[src/design/hucq_pkg.sv]
// Package for the hierarchical update coalescing queue.
// Holds queue depths, identifier width, command codes and the cell types.
// No dependencies.
`timescale 1ns / 1ps
`default_nettype none
package hucq_pkg;

    localparam int USER_DEPTH    = 16;
    localparam int DEVICE_DEPTH  = 32;
    localparam int CHANNEL_DEPTH = 64;
    localparam int ID_BITS       = 31;

    typedef logic [ID_BITS-1:0] id_t;

    typedef enum logic [2:0] {
        CMD_FULL    = 3'd0,
        CMD_USER    = 3'd1,
        CMD_DEVICE  = 3'd2,
        CMD_CHANNEL = 3'd3,
        CMD_TAKE    = 3'd4
    } cmd_t;

    typedef enum logic [1:0] {
        LVL_FULL    = 2'd0,
        LVL_USER    = 2'd1,
        LVL_DEVICE  = 2'd2,
        LVL_CHANNEL = 2'd3
    } level_t;

    typedef enum logic [1:0] {
        ST_IDLE,
        ST_EXEC,
        ST_COMPACT
    } state_t;

    typedef struct packed {
        id_t owner;
        id_t unit;
        id_t point;
    } entry_t;

    // Control broadcast to every cell of one row
    typedef struct packed {
        logic flush;
        logic pop;
        logic compact;
        logic append;
        logic purge;
        logic purge_unit;
    } ctl_t;

endpackage : hucq_pkg
`default_nettype wire

[src/design/hucq_cell.sv]
// One queue slot: entry, valid bit, match logic and neighbour shift.
// Depends on hucq_pkg.
`timescale 1ns / 1ps
`default_nettype none
module hucq_cell (
    input  logic            clk,
    input  logic            rst_n,
    input  hucq_pkg::ctl_t   ctl,
    input  hucq_pkg::entry_t key,
    input  hucq_pkg::entry_t nb_entry,
    input  logic            nb_valid,
    input  logic            prev_valid,
    input  logic            hole_in,
    output hucq_pkg::entry_t entry,
    output logic            valid,
    output logic            hole_out,
    output logic            gap,
    output logic            owner_hit,
    output logic            unit_hit,
    output logic            point_hit
);
    import hucq_pkg::*;

    entry_t entry_reg, entry_next;
    logic   valid_reg, valid_next;
    logic   shift, kill, load;

    assign owner_hit = valid_reg && (entry_reg.owner == key.owner);
    assign unit_hit  = valid_reg && (entry_reg.unit == key.unit);
    assign point_hit = valid_reg && (entry_reg.point == key.point);

    // Everything above the first hole moves down one slot per cycle
    assign shift = ctl.pop || (ctl.compact && (hole_in || !valid_reg));
    assign kill  = ctl.purge && owner_hit && (!ctl.purge_unit || unit_hit);
    assign load  = ctl.append && !valid_reg && prev_valid;

    always_comb
    begin
        entry_next = entry_reg;
        valid_next = valid_reg;
        if (ctl.flush)
        begin
            valid_next = 1'b0;
        end
        else if (shift)
        begin
            entry_next = nb_entry;
            valid_next = nb_valid;
        end
        else if (kill)
        begin
            valid_next = 1'b0;
        end
        else if (load)
        begin
            entry_next = key;
            valid_next = 1'b1;
        end
    end

    always_ff @(posedge clk or negedge rst_n)
    begin
        if (!rst_n)
        begin
            valid_reg <= 1'b0;
        end
        else
        begin
            valid_reg <= valid_next;
        end
    end

    always_ff @(posedge clk)
    begin
        entry_reg <= entry_next;
    end

    assign entry    = entry_reg;
    assign valid    = valid_reg;
    assign hole_out = hole_in || !valid_reg;
    assign gap      = hole_in && valid_reg;

endmodule : hucq_cell
`default_nettype wire

[config.mk]
export PLATFORM = sky130hd
export DESIGN_NAME = hucq_cell
export DESIGN_NICKNAME = d
export VERILOG_FILES = /design/src/design/hucq_pkg.sv /design/src/design/hucq_cell.sv
export SDC_FILE = /design/constraint.sdc
export NUM_CORES = 1
export LEC_CHECK = 0
export ABC_AREA = 0
export ABC_CLOCK_PERIOD_IN_PS = 6600
export BUFFER_PORTS_ARGS = -buffer_cell sky130_fd_sc_hd__buf_2
export CORE_ASPECT_RATIO = 0.9
export CORE_MARGIN = 3
export CORE_UTILIZATION = 44
export DETAILED_ROUTE_END_ITERATION = 7
export PLACE_DENSITY = 0.83
export SLEW_MARGIN = 25
export SYNTH_ARGS = -nofsm -noshare
export SYNTH_HDL_FRONTEND = slang
export SYNTH_SLANG_ARGS = --single-unit
export TNS_END_PERCENT = 30
[constraint.sdc]
create_clock -name clk -period 6.6 [get_ports clk]
set_input_delay 0.99 -clock clk [delete_from_list [all_inputs] [get_ports clk]]
set_output_delay 0.99 -clock clk [all_outputs]
set_load 0.01 [all_outputs]
==> results of run 1 <==
-- cells by family (layout without fill, tap and decap cells) --
family	Yosys count	after routing	synth area share, %
AND/OR/NAND/NOR	37	37	4.445
buffers and inverters	10	314	1.273
multiplexers	93	93	20.90
AO/OA/AOI/OAI	6	6	0.8990
XOR/XNOR	93	93	16.25
flip-flops	94	94	56.23
-- worst max-delay path: stages --
cell and delay [ns]:
buf_2 0.11, xor2_1 0.16, nor4_1 0.38, nand4_1 0.19, nor4_1 0.30, buf_2 0.21
-- path summary, 6_finish.rpt --
path                       cells past startpoint  slack (ns)        end
min                                            1        0.41      valid
min in group clk                               4        0.83      valid
max reg2reg                                    6        3.50  entry[84]
min reg2reg                                    4        0.83      valid
max in group asynchronous                      1        6.11      valid
max                                            6        3.27  owner_hit
-- power groups by stage --
stage	sequential, uW	clock, uW	combinational (uW)
finish	746	578	287
CTS	746	591	291
global placement	758	0	281
floorplan	777	0	129
detailed placement	759	0	289
global route	751	618	312
-- layout by cell type, fill, tap and decap left out, drive strengths merged, types with 2 or more instances in the layout --
cell type,instances
mux2,93
buf,298
a21oi,3
clkbuf,11
nand2,2
edfxtp,93
xnor2,23
nand4,10
nor4,20
xor2,70
clkinv,2
bufinv,3
nor2,2
-- area by class of cell --
type                            count  area, sq um  area share [%]
Sequential cell                    94         2818           40.32
Multi-Input combinational cell    229         2148           30.74
Timing Repair Buffer              298         1503           21.50
Clock inverter                      5        97.59           1.396
Clock buffer                       11        232.7           3.330
Tap cell                          152        190.2           2.721
-- metrics by stage --
step,instance area (sq um),setup slack (ns)
floorplan,5015,1.863
global placement,6655,2.959
detailed placement,6659,3.051
CTS,6989,3.274
global route,6989,3.202
finish,6989,3.274
-- cells in the mapped netlist, drive strengths merged --
cell	count	share of area, %
edfxtp	93	56
mux2	93	21
xor2	70	12
xnor2	23	4.0
nor4	20	2.5
buf	10	1.3
nand4	10	1.2
a21oi	3	0.37
nand2	2	0.15
nor2	2	0.15
a211o	1	0.17
a41oi	1	0.17
and2	1	0.12
dfrtp	1	0.50
nand2b	1	0.12
nand3b	1	0.15
o41ai	1	0.17
-- metal layers --
metal	share of wire [%]	GRT usage [%]	vias up
met5	0	0	-
met4	2.5	9.512	0
met3	7.7	6.487	34
met2	54	38.64	201
met1	36	22.33	1830
li1	-	-	1860
==> flow_summary.toml, run 1 <==
[final_layout]
num_antenna_cells = 0
area_growth_pct = 39.48
nets = 829
nFillCells = 864
post-route-util_pct = 63.59
largest_register_ffs = 93
stdcell_count = 789
drive_above_1_share_pct = 63.58

[cts]
insertion_delay_ns = 0.34
post_cts_buffers = 0
postCtsHoldBufs = 0
cts-root-buf = "clkbuf_16"
cts_buffers = 9
post_cts_resized = 0
cts_sinks = 94
tritoncts = "done"
clk_pin_slew_ns = 0.06
cts_buffer_depth = 2
htreeDepth = 3

[detailed_routing]
drt_wl_total_mm = 13.82
drtIter0Drc = 159
via_per_inst = 4.975
ant_nets = 0
vias = 3925
wl_per_cell_microns = 17.52
dr.pass1.iters = 4
drc_errors = 0

[floorplanning]
die_area_sq_um = 12710
dieWidth_microns = 118.5
io_pins = 296
fp.dieH_microns = 107.2
rows = 36
core-area_sq_um = 10990
initial_core_util_pct = 45.59

[power]
combinationalPowerShare_pct = 17.8
clkPwrFrac_pct = 35.9
seqPwrFrac_pct = 46.3
p_leak_uw = 0.002980
p_switching_uw = 378.3
p_per_area_nw_per_um2 = 230.5
switching_share_pct = 23.48
total_power_uw = 1611
intPower_uw = 1233
irDropWorstVdd_mv = 0.1462

[run_status]
status = "finished, final reports clean"

[setup_path]
r2r_start = "valid"
worstSetupStartpoint = "key[80]"
end_kind = "primary output"
required_ns = 5.61
critical_path_class = "in2out"
startpoint_type = "input port"
worstPathArrival_ns = 2.34
worst-path-max-fanout = 2

[sta]
max_freq_mhz = 300.6
rsz0062_at_grt = "no"
finalSetupTns_ns = 0
slew_headroom_pct = 42.09
fin_crit_ns = 3.326
tightest_slew_ns = 0.8687
setup_violations = 0
final_hold_viol_count = 0
period_share_pct = 50.40
fin_skew_ns = 0.003485
drv_slew = 0
holdWs_ns = 0.4105

[placement]
dp_hpwl_mm = 11.02
port-buffer-count = 295
gp_congestion = 0.9203
placed_cells = 773

[global_routing]
grt_pass1_wl_mm = 20.75
grt_usage_pct = 21.08
antenna_found_initial = 0
grt_max_degree = 94
gr-total-overflow = 0
grt_pass1_vias = 4084

[worst_hold_path]
hp-class = "in2async"

[yosys]
synth_nets = 530
yosysWarningCount = 0
syn_area_sq_um = 5011
ys_seq_area_share_pct = 56.23
ys_ff_latch = 94
postSynthCellCount = 333
ys_types = 20
syn_area_per_cell_sq_um = 15.05

[job]
maxCapViolCount = 0
Power figures use the tool's default switching activity.
==> inputs of run 2 (changes only) <==
--- a/config.mk
+++ b/config.mk
@@ -6,13 +6,13 @@
 export NUM_CORES = 1
 export LEC_CHECK = 0
 export ABC_AREA = 0
-export ABC_CLOCK_PERIOD_IN_PS = 6600
+export ABC_CLOCK_PERIOD_IN_PS = 2760
 export BUFFER_PORTS_ARGS = -buffer_cell sky130_fd_sc_hd__buf_2
 export CORE_ASPECT_RATIO = 0.9
 export CORE_MARGIN = 3
-export CORE_UTILIZATION = 44
+export CORE_UTILIZATION = 40
 export DETAILED_ROUTE_END_ITERATION = 7
-export PLACE_DENSITY = 0.83
+export PLACE_DENSITY = 0.79
 export SLEW_MARGIN = 25
 export SYNTH_ARGS = -nofsm -noshare
 export SYNTH_HDL_FRONTEND = slang
==> constraint.sdc (replaced) <==
create_clock -name clk -period 2.76 [get_ports clk]
set_input_delay 0.414 -clock clk [delete_from_list [all_inputs] [get_ports clk]]
set_output_delay 0.414 -clock clk [all_outputs]
set_load 0.01 [all_outputs]
==> flow_summary.toml, run 2 (synthesized netlist as in run 1, its figures left out) <==
[run_status]
status = "finished, final reports clean"

[final_layout]
final_cell_mix = "buf_2, mux2_2, edfxtp_1"
stdcell_count = 800
nets = 832
final_common_cell = "buf_2"
area_growth_pct = 39.78
finalInstanceArea_sq_um = 7004
num_antenna_cells = 0
largest_register_ffs = 93
drive_above_1_share_pct = 63.91

[cts]
htreeDepth = 3
cts_sinks = 94
clk_pin_slew_ns = 0.07
postCtsHoldBufs = 1
post_cts_resized = 0
cts-root-buf = "clkbuf_16"
insertion_delay_ns = 0.34
cts_buffers = 9
tritoncts = "done"
cts_buffer_depth = 2
post_cts_buffers = 0

[placement]
placed_cells = 783
port-buffer-count = 295
gp_congestion = 0.8594
dp_hpwl_mm = 11.28
dpl_cell_area_sq_um = 6714

[detailed_routing]
dr.pass1.iters = 4
drc_errors = 0
drtIter0Drc = 244
ant_nets = 0
wl_per_cell_microns = 17.64
via_per_inst = 4.925
vias = 3940
drt_wl_total_mm = 14.11

[sta]
fin_skew_ns = 0.008433
rsz0062_at_grt = "no"
fin_crit_ns = 2.391
max_freq_mhz = 418.3
period_share_pct = 86.62
tightest_slew_ns = 0.6287
setup_violations = 0
slew_headroom_pct = 58.09
finalSetupTns_ns = 0
holdWs_ns = 0.2688
final_hold_viol_count = 0
drv_slew = 0

[global_routing]
antenna_found_initial = 0
grt_pass1_vias = 4159
gr-total-overflow = 0
grt_max_degree = 50
grt_usage_pct = 19.56
grt_pass1_wl_mm = 20.78

[setup_path]
startpoint_type = "flip-flop"
r2r_end = "valid"
reg2regPathDepth = 6
worstPathArrival_ns = 1.98
critical_path_class = "reg2out"
required_ns = 2.35
r2r_start = "entry[39]"
end_kind = "primary output"
rrSetupSlack_ns = 0.70
worst-path-max-fanout = 2

[floorplanning]
io_pins = 296
fp.dieH_microns = 112.2
initial_core_util_pct = 41.17
die_area_sq_um = 13910
dieWidth_microns = 124.0
rows = 38
core-area_sq_um = 12170

[worst_hold_path]
hold_end = "valid"
hold_start = "ctl[1]"
hp-class = "in2reg"
hold_depth = 2

[power]
total_power_uw = 3684
p_leak_uw = 0.002985
irDropWorstVdd_mv = 0.3271
p_per_area_nw_per_um2 = 525.9

[job]
maxCapViolCount = 0
==> run 2: changes by cell type in the layout (fill, tap and decap cells not counted), moves of 2 or more <==
cell	delta
buf_12	+2
bufinv_16	-2
clkbuf_1	-2
clkinv_1	+2
clkinv_2	+2
==> run 2: power breakdown <==
| part | switching [uW] | total [uW] | internal, uW |
|---|---|---|---|
| sequential | 70.6 | 1780 | 1710 |
| combinational | 332 | 697 | 365 |
| clock | 518 | 1210 | 687 |
==> run 2: critical path, cell delays in order (launching register included) <==
cell and delay (ns):
edfxtp_1 0.42, xor2_1 0.16, nor4_1 0.41, nand4_1 0.23, nor4_1 0.23, buf_2 0.19
==> run 2: final cells by class <==
cell class              count  area [sq um]
repair buffers            301          1549
clock buffers               9         225.2
multi-input cells         229          2156
well taps                 160         200.2
flip-flops and latches     94          2819
fillers                  1031          5167
clock inverters             7         55.05
==> run 2: worst max-delay path by stage <==
stage / startpoint / to / slack (ns) / cells after the start
finish: entry[39] / unit_hit / 0.37 / 5
global route: entry[39] / unit_hit / 0.19 / 5
CTS: entry[39] / unit_hit / 0.30 / 5
detailed placement: key[59] / valid / 0.47 / 7
global placement: key[59] / valid / 0.44 / 7
floorplan: valid / entry[0] / -0.13 / 5
==> run 2: metrics by stage <==
| step | worst slack (ns) | utilization (%) |
|---|---|---|
| after global routing | 0.1942 | 57.55 |
| after floorplan | -0.1276 | - |
| after detailed placement | 0.4674 | 55.16 |
| after CTS | 0.2982 | 57.55 |
| final | 0.3694 | 57.55 |
| after global placement | 0.4421 | 55.16 |
==> run 2: layer usage <==
metal  up-vias  GRT usage [%]  routed length [microns]  part of all wire [%]
met1      1857          22.70                     5332                    38
li1       1865              -                        -                     -
met3        27          4.786                     1193                   8.5
met4         0          8.248                      364                   2.6
met2       191          34.16                     7221                    51
met5         -              0                        0                     0
==> inputs of run 3 (changes only) <==
--- a/config.mk
+++ b/config.mk
@@ -6,13 +6,12 @@
 export NUM_CORES = 1
 export LEC_CHECK = 0
 export ABC_AREA = 0
-export ABC_CLOCK_PERIOD_IN_PS = 2760
+export ABC_CLOCK_PERIOD_IN_PS = 2600
 export BUFFER_PORTS_ARGS = -buffer_cell sky130_fd_sc_hd__buf_2
-export CORE_ASPECT_RATIO = 0.9
-export CORE_MARGIN = 3
-export CORE_UTILIZATION = 40
+export CORE_AREA = 2 2 113 115
 export DETAILED_ROUTE_END_ITERATION = 7
-export PLACE_DENSITY = 0.79
+export DIE_AREA = 0 0 115 117
+export PLACE_DENSITY = 0.78
 export SLEW_MARGIN = 25
 export SYNTH_ARGS = -nofsm -noshare
 export SYNTH_HDL_FRONTEND = slang
==> constraint.sdc (replaced) <==
create_clock -name clk -period 2.6 [get_ports clk]
set_input_delay 0.39 -clock clk [delete_from_list [all_inputs] [get_ports clk]]
set_output_delay 0.39 -clock clk [all_outputs]
set_load 0.01 [all_outputs]
==> flow_summary.toml, run 3 (synthesized netlist as in run 1, its figures left out) <==
[floorplanning]
rows = 41
fp.dieH_microns = 117
core-area_sq_um = 12310
dieWidth_microns = 115
initial_core_util_pct = 40.70
io_pins = 296
die_area_sq_um = 13460

[detailed_routing]
drc_errors = 0
wl_per_cell_microns = 17.68
dr.pass1.iters = 4
drt_wl_total_mm = 13.97
drtIter0Drc = 172
ant_nets = 0
vias = 3912
via_per_inst = 4.952

[sta]
final_hold_viol_count = 0
rsz0062_at_grt = "no"
slew_headroom_pct = 63.25
fin_skew_ns = 0.003522
setup_slack_ns = 0.1505
tightest_slew_ns = 0.5512
period_share_pct = 94.21
max_freq_mhz = 408.2
setup_violations = 0
fin_crit_ns = 2.450
drv_slew = 0

[setup_path]
worst-path-max-fanout = 2
worstPathCellList = "xor2_1, nor4_1, nand2_1, nor4_1, buf_2"
rrSetupSlack_ns = 0.65
startpoint_type = "flip-flop"
required_ns = 2.21
cpMostUsedCell = "nor4_1"
critical_path_class = "reg2out"
slowest_stage = "nor4_1"
worstPathArrival_ns = 2.06
critPathTopFamily = "simple AND/OR/NAND/NOR gates"
slowest_delay_ns = 0.45
critPathBufInv = 1
end_kind = "primary output"

[cts]
post_cts_resized = 0
cts-root-buf = "clkbuf_16"
insertion_delay_ns = 0.34
cts_buffers = 9
cts_buffer_depth = 2
cts_sinks = 94
tritoncts = "done"
post_cts_buffers = 0
htreeDepth = 3
clk_pin_slew_ns = 0.07

[power]
irDropWorstVdd_mv = 0.3077
p_per_area_nw_per_um2 = 560.9
p_leak_uw = 0.002991

[final_layout]
nFillCells = 1056
area_growth_pct = 39.80
final_common_cell = "buf_2"
multiInputGateArea_sq_um = 2156
final_cell_mix = "buf_2, mux2_2, edfxtp_1"
num_antenna_cells = 0
nets = 832
post-route-util_pct = 56.90
regArea_sq_um = 2819
drive_above_1_share_pct = 64.06
largest_register_ffs = 93

[global_routing]
grt_max_degree = 53
grt_pass1_wl_mm = 20.06
grt_usage_pct = 19.77
gr-total-overflow = 0
grt_pass1_vias = 4002
antenna_found_initial = 0

[placement]
port-buffer-count = 295
dp_hpwl_mm = 11.07
dpl_worst_slack_ns = 0.4293
gp_congestion = 0.8579

[job]
maxCapViolCount = 0

[run_status]
status = "finished, final reports clean"

[worst_hold_path]
hp-class = "in2reg"
-- run 3: changes by cell type in the layout (fill, tap and decap cells not counted) --
| cell | previous run | this run |
|---|---|---|
| clkinv_1 | 4 | 2 |
| buf_12 | 2 | 3 |
| buf_4 | 3 | 2 |
| clkbuf_1 | 0 | 1 |
| clkinv_2 | 2 | 3 |
-- run 3: what timing repair did --
action / in CTS / in global routing
endpoints found under the hold margin: 1 / 0
hold buffers: 1 / 0
endpoints found under the setup margin: 0 / 0
-- run 3: area by class of cell --
type	count	area share, %
clock buffer	10	3.268
timing repair buffer	301	22.29
multi-input combinational	229	30.77
tap	150	2.679
clock inverter	6	0.7501
sequential	94	40.24
-- run 3: stage by stage --
| stage | cell area [sq um] | hold WS (ns) | power [uW] | TNS (ns) | instances |
|---|---|---|---|---|---|
| after CTS | 7005 | 0.2766 | 3965 | 0 | 790 |
| after detailed placement | 6714 | 0.1710 | 2669 | 0 | 773 |
| after floorplan | 5046 | 0.09441 | 2303 | -26.75 | 333 |
| final | 7005 | 0.2946 | 3929 | 0 | 790 |
| after global routing | 7005 | 0.2744 | 4089 | 0 | 790 |
| after global placement | 6714 | 0.1692 | 2643 | 0 | 773 |
-- run 3: final timing paths --
kind                       startpoint        end  depth (start not counted)
max in group asynchronous       rst_n      valid                          2
hold reg to reg                 valid      valid                          3
setup / recovery            entry[87]  owner_hit                          5
hold / removal                 ctl[1]      valid                          2
setup reg to reg            entry[35]      valid                          6
min in group asynchronous       rst_n      valid                          2
-- run 3: worst register-to-register path: cells and delay by family, from the launching register on --
kind | cells | cell delay (ns)
buf+inv | 1 | 0.19
compound gates | 2 | 0.49
xor+xnor | 1 | 0.16
flops | 1 | 0.42
simple gates | 2 | 0.53
-- run 3: power by group --
part	switching [uW]	total (uW)	internal (uW)
logic	351	742	391
registers	76.4	1890	1820
clock network	561	1300	735
-- run 3: per-layer routing --
layer  vias to the layer above  wire length [microns]  GRT usage (%)
met5                         -                      0              0
met4                         0                    463          10.68
met3                        31                    910          4.377
met2                       168                   7246          35.25
met1                      1848                   5349          22.12
li1                       1865                      -              -
